==> src/hdl/mg2em_pkg.sv <==
package mg2em_pkg;

  // Fixed field widths of the ports
  localparam int PIX_IN_W  = 8;
  localparam int PIX_OUT_W = 8;
  localparam int CFG_W     = 11;
  localparam int CFG_IDX_W = 1;

  // Frame height limits and counter width
  localparam int HEIGHT_MAX = 1024;
  localparam int HT_W       = 11;
  localparam int ROW_W      = 10;
  localparam int DIM_MIN    = 2;
  localparam int DIM_RESET  = 64;

  // Register indexes
  localparam logic [CFG_IDX_W-1:0] REG_IMAGE_WIDTH  = 1'b0;
  localparam logic [CFG_IDX_W-1:0] REG_IMAGE_HEIGHT = 1'b1;

  // Control that travels with a completed window
  typedef struct packed {
    logic valid;
    logic last;
  } win_ctrl_t;

endpackage

==> src/hdl/mg2em_grad.sv <==
module mg2em_grad #(
  parameter int PIXEL_BITS = 8
) (
  input  logic                             clk,
  input  logic                             rst,
  input  logic [PIXEL_BITS-1:0]            p1,
  input  logic [PIXEL_BITS-1:0]            p2,
  input  logic [PIXEL_BITS-1:0]            p3,
  input  logic [PIXEL_BITS-1:0]            p4,
  input  mg2em_pkg::win_ctrl_t             ctrl,
  output logic                             adv,
  output logic [mg2em_pkg::PIX_OUT_W-1:0]  edge_strength,
  output logic                             frame_end,
  output logic                             out_valid,
  input  logic                             out_ready
);

  localparam int PW = PIXEL_BITS;

  logic [PW:0]   h_pos, h_neg, h_mag;
  logic [PW:0]   v_pos, v_neg, v_mag;
  logic [PW-1:0] gh, gv, gp, gn;
  logic [PW-1:0] m_hv, m_pn, g;

  assign adv = !out_valid || out_ready;

  always_comb begin
    // horizontal: (p1 + p3) - (p2 + p4); vertical: (p1 + p2) - (p3 + p4)
    h_pos = {1'b0, p1} + {1'b0, p3};
    h_neg = {1'b0, p2} + {1'b0, p4};
    v_pos = {1'b0, p1} + {1'b0, p2};
    v_neg = {1'b0, p3} + {1'b0, p4};
    h_mag = (h_pos > h_neg) ? h_pos - h_neg : h_neg - h_pos;
    v_mag = (v_pos > v_neg) ? v_pos - v_neg : v_neg - v_pos;
    gh    = h_mag[PW:1];
    gv    = v_mag[PW:1];
    gp    = (p1 > p4) ? p1 - p4 : p4 - p1;
    gn    = (p2 > p3) ? p2 - p3 : p3 - p2;
    m_hv  = (gh > gv) ? gh : gv;
    m_pn  = (gp > gn) ? gp : gn;
    g     = (m_hv > m_pn) ? m_hv : m_pn;
  end

  always_ff @(posedge clk) begin
    if (rst) begin
      out_valid <= 1'b0;
    end else if (adv) begin
      out_valid <= ctrl.valid;
    end
  end

  always_ff @(posedge clk) begin
    if (adv && ctrl.valid) begin
      edge_strength <= mg2em_pkg::PIX_OUT_W'(g);
      frame_end     <= ctrl.last;
    end
  end

endmodule

==> config.mk <==
export PLATFORM = sky130hd
export DESIGN_NAME = mg2em_grad
export DESIGN_NICKNAME = d
export VERILOG_FILES = /design/src/hdl/mg2em_pkg.sv /design/src/hdl/mg2em_grad.sv
export SDC_FILE = /design/constraint.sdc
export NUM_CORES = 1
export LEC_CHECK = 0
export ABC_AREA = 1
export BUFFER_PORTS_ARGS = -buffer_cell sky130_fd_sc_hd__buf_4
export CAP_MARGIN = 10
export CORE_UTILIZATION = 45
export CTS_CLUSTER_DIAMETER = 120
export CTS_CLUSTER_SIZE = 8
export DETAILED_ROUTE_END_ITERATION = 7
export GPL_TIMING_DRIVEN = 0
export PLACE_DENSITY = 0.71
export SLEW_MARGIN = 10
export SYNTH_ARGS = -nofsm -noshare
export SYNTH_HDL_FRONTEND = slang
export SYNTH_SLANG_ARGS = --single-unit
export TNS_END_PERCENT = 10
==> constraint.sdc <==
create_clock -name clk -period 7 [get_ports clk]
set_input_delay 0 -clock clk [delete_from_list [all_inputs] [get_ports clk]]
set_output_delay 0 -clock clk [all_outputs]
set_load 0.01 [all_outputs]
# Yosys cells after proc, flatten, opt, wreduce, memory -nomap -nowiden
# Cells that the tools add are included.
word_totals:
  ff_bits: 10
  in_bits: 37
  out_inout_bits: 11
  word_cells: 32
classes:
  n_lt_le_gt_ge: 7
  mux: 7
  reduce_logical: 3
  addsub: 12
op_table:
  columns: ["operator", "count"]
  rows:
  - ["8-bit > comparator", 5]
  - ["8-bit two-way mux", 5]
  - ["8-bit by 8-bit adder with 9-bit output", 4]
  - ["9-bit subtractor", 4]
  - ["8-bit subtractor", 4]
  - ["9-bit > comparator", 2]
  - ["9-bit two-way mux", 2]
  - ["1-bit logical AND", 1]
  - ["1-bit logical NOT", 1]
  - ["1-bit logical OR", 1]

# Depth between registers and ports, before layout
depth:
  depth_word: 7
  mapped_depth: 39
  mapped_depth_nobuf: 39

# Worst setup path before layout
# Ideal clock, no wire load.
synth_timing:
  path_type: "input-to-reg"
  from: "input p3[0]"
  to: "register edge_strength[5] (netlist name) (data pin)"
  arrival_time_ns: 5.037
  slack_ns: 1.707
  cell_stages: 34
  path_cell_list: "ha_1 > inv_1 > fa_1 > o21ai_0 > a21oi_1 > o21bai_1 > xor2_1 > inv_1 > ha_1 > nand2_1 > nand2_1 > a21oi_1 > nand3_2 > nand2_4 > buf_2 > nand2_1 > o21ai_0 > xnor2_1 > ha_1 > nand2_1 > nor2_1 > a211oi_1 > nand2_4 > nand2_8 > nand2_2 > and2_1 > ha_1 > nand2_1 > nor2_1 > nand2_1 > a32oi_2 > inv_1 > o211ai_1 > nand2_1"
synth_via:
  elab_chain_len: 7
synth_lines:
  columns: ["element", "line_no", "rtl"]
  rows:
  - ["from (decl)", "mg2em_grad.sv:8", "input logic [PIXEL_BITS-1:0] p3,"]
  - ["8-bit by 8-bit adder with 9-bit output, on equally long branches", "mg2em_grad.sv:29, mg2em_grad.sv:32", null]
  - ["9-bit subtractor (tied with other cells)", "mg2em_grad.sv:33", "h_mag = (h_pos > h_neg) ? h_pos - h_neg : h_neg - h_pos;"]
  - ["9-bit two-way mux, on equally long branches", "mg2em_grad.sv:33, mg2em_grad.sv:34", null]
  - ["8-bit > comparator", "mg2em_grad.sv:39", "m_hv = (gh > gv) ? gh : gv;"]
  - ["8-bit two-way mux", "mg2em_grad.sv:39", null]
  - ["8-bit > comparator", "mg2em_grad.sv:41", "g = (m_hv > m_pn) ? m_hv : m_pn;"]
  - ["8-bit two-way mux *", "mg2em_grad.sv:41", null]
  - ["net g[5]", "mg2em_grad.sv:23", "logic [PW-1:0] m_hv, m_pn, g;"]
  - ["to (signal assigned)", "mg2em_grad.sv:54", "edge_strength <= mg2em_pkg::PIX_OUT_W'(g);"]
  - ["to (decl)", "mg2em_grad.sv:12", "output logic [mg2em_pkg::PIX_OUT_W-1:0] edge_strength,"]
# The timed path passes the listed nets; every way through them passes the cells marked *.
# A chain may end at the register's enable or synchronous reset.

# Final worst setup path
layout_timing:
  from: "input p2[0]"
  to: "register edge_strength[7] (netlist name) (data pin)"
layout_via:
  elab_chain_len: 7
layout_lines:
  columns: ["element", "line_no", "rtl"]
  rows:
  - ["from (decl)", "mg2em_grad.sv:7", "input logic [PIXEL_BITS-1:0] p2,"]
  - ["8-bit by 8-bit adder with 9-bit output, on equally long branches", "mg2em_grad.sv:30, mg2em_grad.sv:31", null]
  - ["9-bit subtractor (tied with other cells)", "mg2em_grad.sv:33", null]
  - ["9-bit two-way mux, on equally long branches", "mg2em_grad.sv:33, mg2em_grad.sv:34", null]
  - ["8-bit > comparator", "mg2em_grad.sv:39", null]
  - ["8-bit two-way mux", "mg2em_grad.sv:39", null]
  - ["8-bit > comparator", "mg2em_grad.sv:41", null]
  - ["8-bit two-way mux *", "mg2em_grad.sv:41", null]
  - ["net g[7]", "mg2em_grad.sv:23", null]
# Marks and branches as above.

==> metrics.cfg <==
[timing]
grt_setup_unrepaired=no
fin_skew_ns=0.0009455
fin_crit_sh_pct=90.21
max_slew_margin_pct=46.23
clock.fmax_mhz=158.4
hold_viol_final=0
finalSetupTns_ns=0
finalWorstPathRequiredPeriod_ns=6.315
drv_slew=0
finalSetupViolations=0
worstMarginPinSlew_ns=0.8065
whs_ns=0.04283
fin_ws_ns=0.6855

[power_and_ir_drop]
powerDensity_nw_per_um2=425.7
sw_frac_of_total_pct=57.48
power_mw=2.576
clkPwrFrac_pct=3.9
irDropWorstVdd_mv=0.2184
combinationalPowerShare_pct=89.8
p_switching_mw=1.480
p_int_mw=1.095
seqPwrFrac_pct=6.3
power_leakage_nw=3.391

[clock_network]
cts_root_buf=clkbuf_16
ctsResizeCount=0
clk_pin_slew_ns=0.04
clock_latency_ns=0.23
cts_tree=done
cts_buffers=3
numClockSinks=10
h-tree-depth=1
cts_buffer_depth=2

[grt]
first_global_vias=4719
grt_use_total_pct=21.80
grt_start_max_net_pins=11
antenna_found_initial=0
grt_pass1_wl_um=22360
gr-total-overflow=0

[drt]
avgRoutedWirePerCell_um=13.44
drc=3
antenna_left=0
drtIter0Drc=381
wl_um=13440
route.vias.total=5123
detail_route.first_pass.iterations=8
avgViaCountPerCell=5.123

[layout]
layout_common_cells=nand2_1, inv_1, ha_1
synthToLayoutAreaGrowth_pct=11.63
fillers=1200
multiInputGateArea_sq_um=4481
drive_gt1_share_pct=11.32
nets=1026
seq_area_sq_um=290.3
finalInstanceArea_sq_um=6051
antennaDiodeCount=0
layout_commonest_cell=nand2_1

[placed_design]
dp_slack_ns=0.4617
gp_congestion=0.8956
dp_hpwl_um=11970
place_area_sq_um=5952
numPortBuffers=47

[worst_setup_path]
path_class=primary input to flop
cp.arrival_ns=6.29
end_kind=flop
slowest_delay_ns=0.41
setup.worst_path.start_class=primary input
worst_path_most_repeated_cell=nand2_1
cp.required_ns=6.98
cp_max_fo=9
cp_slowest_cell=fa_1

[synth]
synth.avg_cell_area_sq_um=6.742
synth_area_sq_um=5420
synth-seq-cells=10
synth_flop_cell=edfxtp_1
synthCells=804
synth_enable_flop_cells=9
synth-seq-area-share_pct=5.355
synthesis.nets=972
yosysUniqueCellTypes=40
ys_async_sr_fraction_pct=0
yosys_warnings=0

[floorplanning]
io_pins=48
placementRows=39
die_w_um=111.8
die-area_sq_um=12490
die_y_um=111.8
fp.coreArea_sq_um=11560
start_util_pct=46.87

[min_path]
hold_class=primary input to flop

[status]
status=finished, violations left
violations=DRC

[flow_run]
cap_violations=0

-- layer usage --
layer,global-route usage [%],vias up,share of wire (%)
met3,0.8710,8,4.2
met1,30.26,2262,49
met2,38.34,135,46
li1,-,2718,-
met5,0,-,0
met4,2.523,0,0.60
-- timing repair --
action,in CTS,in global routing
buffers inserted,0,0
hold buffers,2,0
hold endpoints to repair,2,0
-- registers in the layout, indices dropped and copies added (netlist names) --
| name | flops |
|---|---|
| edge_strength | 8 |
| frame_end | 1 |
| out_valid | 1 |
-- critical path, delay by kind of cell --
family	cells	cell delay, ns
AO/OA/AOI/OAI	8	1.85
XOR/XNOR	2	0.59
AND/OR/NAND/NOR	15	1.61
adder cells (fa/ha/maj)	5	1.54
buffers and inverters	6	0.70
-- worst paths after layout --
check            start                to  slack (ns)  depth (start not counted)
min reg2reg  out_valid         out_valid        0.50                          2
max              p2[0]  edge_strength[7]        0.69                         36
min            ctrl[1]         out_valid        0.04                          3
max reg2reg  out_valid  edge_strength[4]        5.66                          1
-- power groups by stage --
stage                     Sequential, mW  Clock (mW)  Combinational [mW]
final                              0.163       0.100                2.31
after global routing               0.165       0.106                2.63
after CTS                          0.164       0.102                2.33
after detailed placement           0.165           0                2.32
after global placement             0.164           0                2.25
after floorplan                    0.179           0                1.75
-- cells in the mapped netlist, types with 2 or more instances --
master,n,area (sq um)
or2_2,3,18.77
nand3b_1,2,15.01
nor2_1,14,52.55
xnor2_1,18,157.7
inv_1,156,585.6
edfxtp_1,9,270.3
nor3_1,3,15.01
o221ai_1,8,70.07
clkbuf_1,4,15.01
o21ai_1,5,25.02
nand3_2,3,30.03
ha_1,119,1489
a21boi_0,2,15.01
a21oi_1,77,385.4
o21bai_1,15,112.6
nor2_2,5,31.28
nand4_1,5,31.28
mux2i_1,2,20.02
and2_1,7,43.79
o211ai_1,9,67.56
fa_1,12,240.2
nand2_2,21,131.4
xor2_1,45,394.1
nand2_4,3,33.78
a31oi_1,3,18.77
o21ai_0,36,180.2
buf_2,5,25.02
nand2_1,166,623.1
a211oi_1,2,15.01
nand3_1,35,175.2
-- through the flow --
stage | util [%] | instances
after floorplan | - | 804
after global placement | 51.47 | 994
after detailed placement | 51.47 | 994
after CTS | 52.32 | 1000
after global routing | 52.32 | 1000
final | 52.32 | 1000
-- area by class of cell --
cell class              instances  area share (%)
multi-input cells             626           74.05
clock buffers                   4           1.303
inverters                     156           9.677
plain buffers                  12           1.055
flip-flops and latches         10           4.797
repair buffers                 49           6.162
well taps                     143           2.957
-- logic make-up after synthesis --
group / Yosys count / share of synthesized area, %
simple gates: 269 / 22.92
buf+inv: 168 / 11.98
compound gates: 161 / 17.29
fa+ha+maj: 131 / 31.90
xor+xnor: 63 / 10.18
flops: 10 / 5.356
mux: 2 / 0.3694
(Power assumes the default switching activity.)
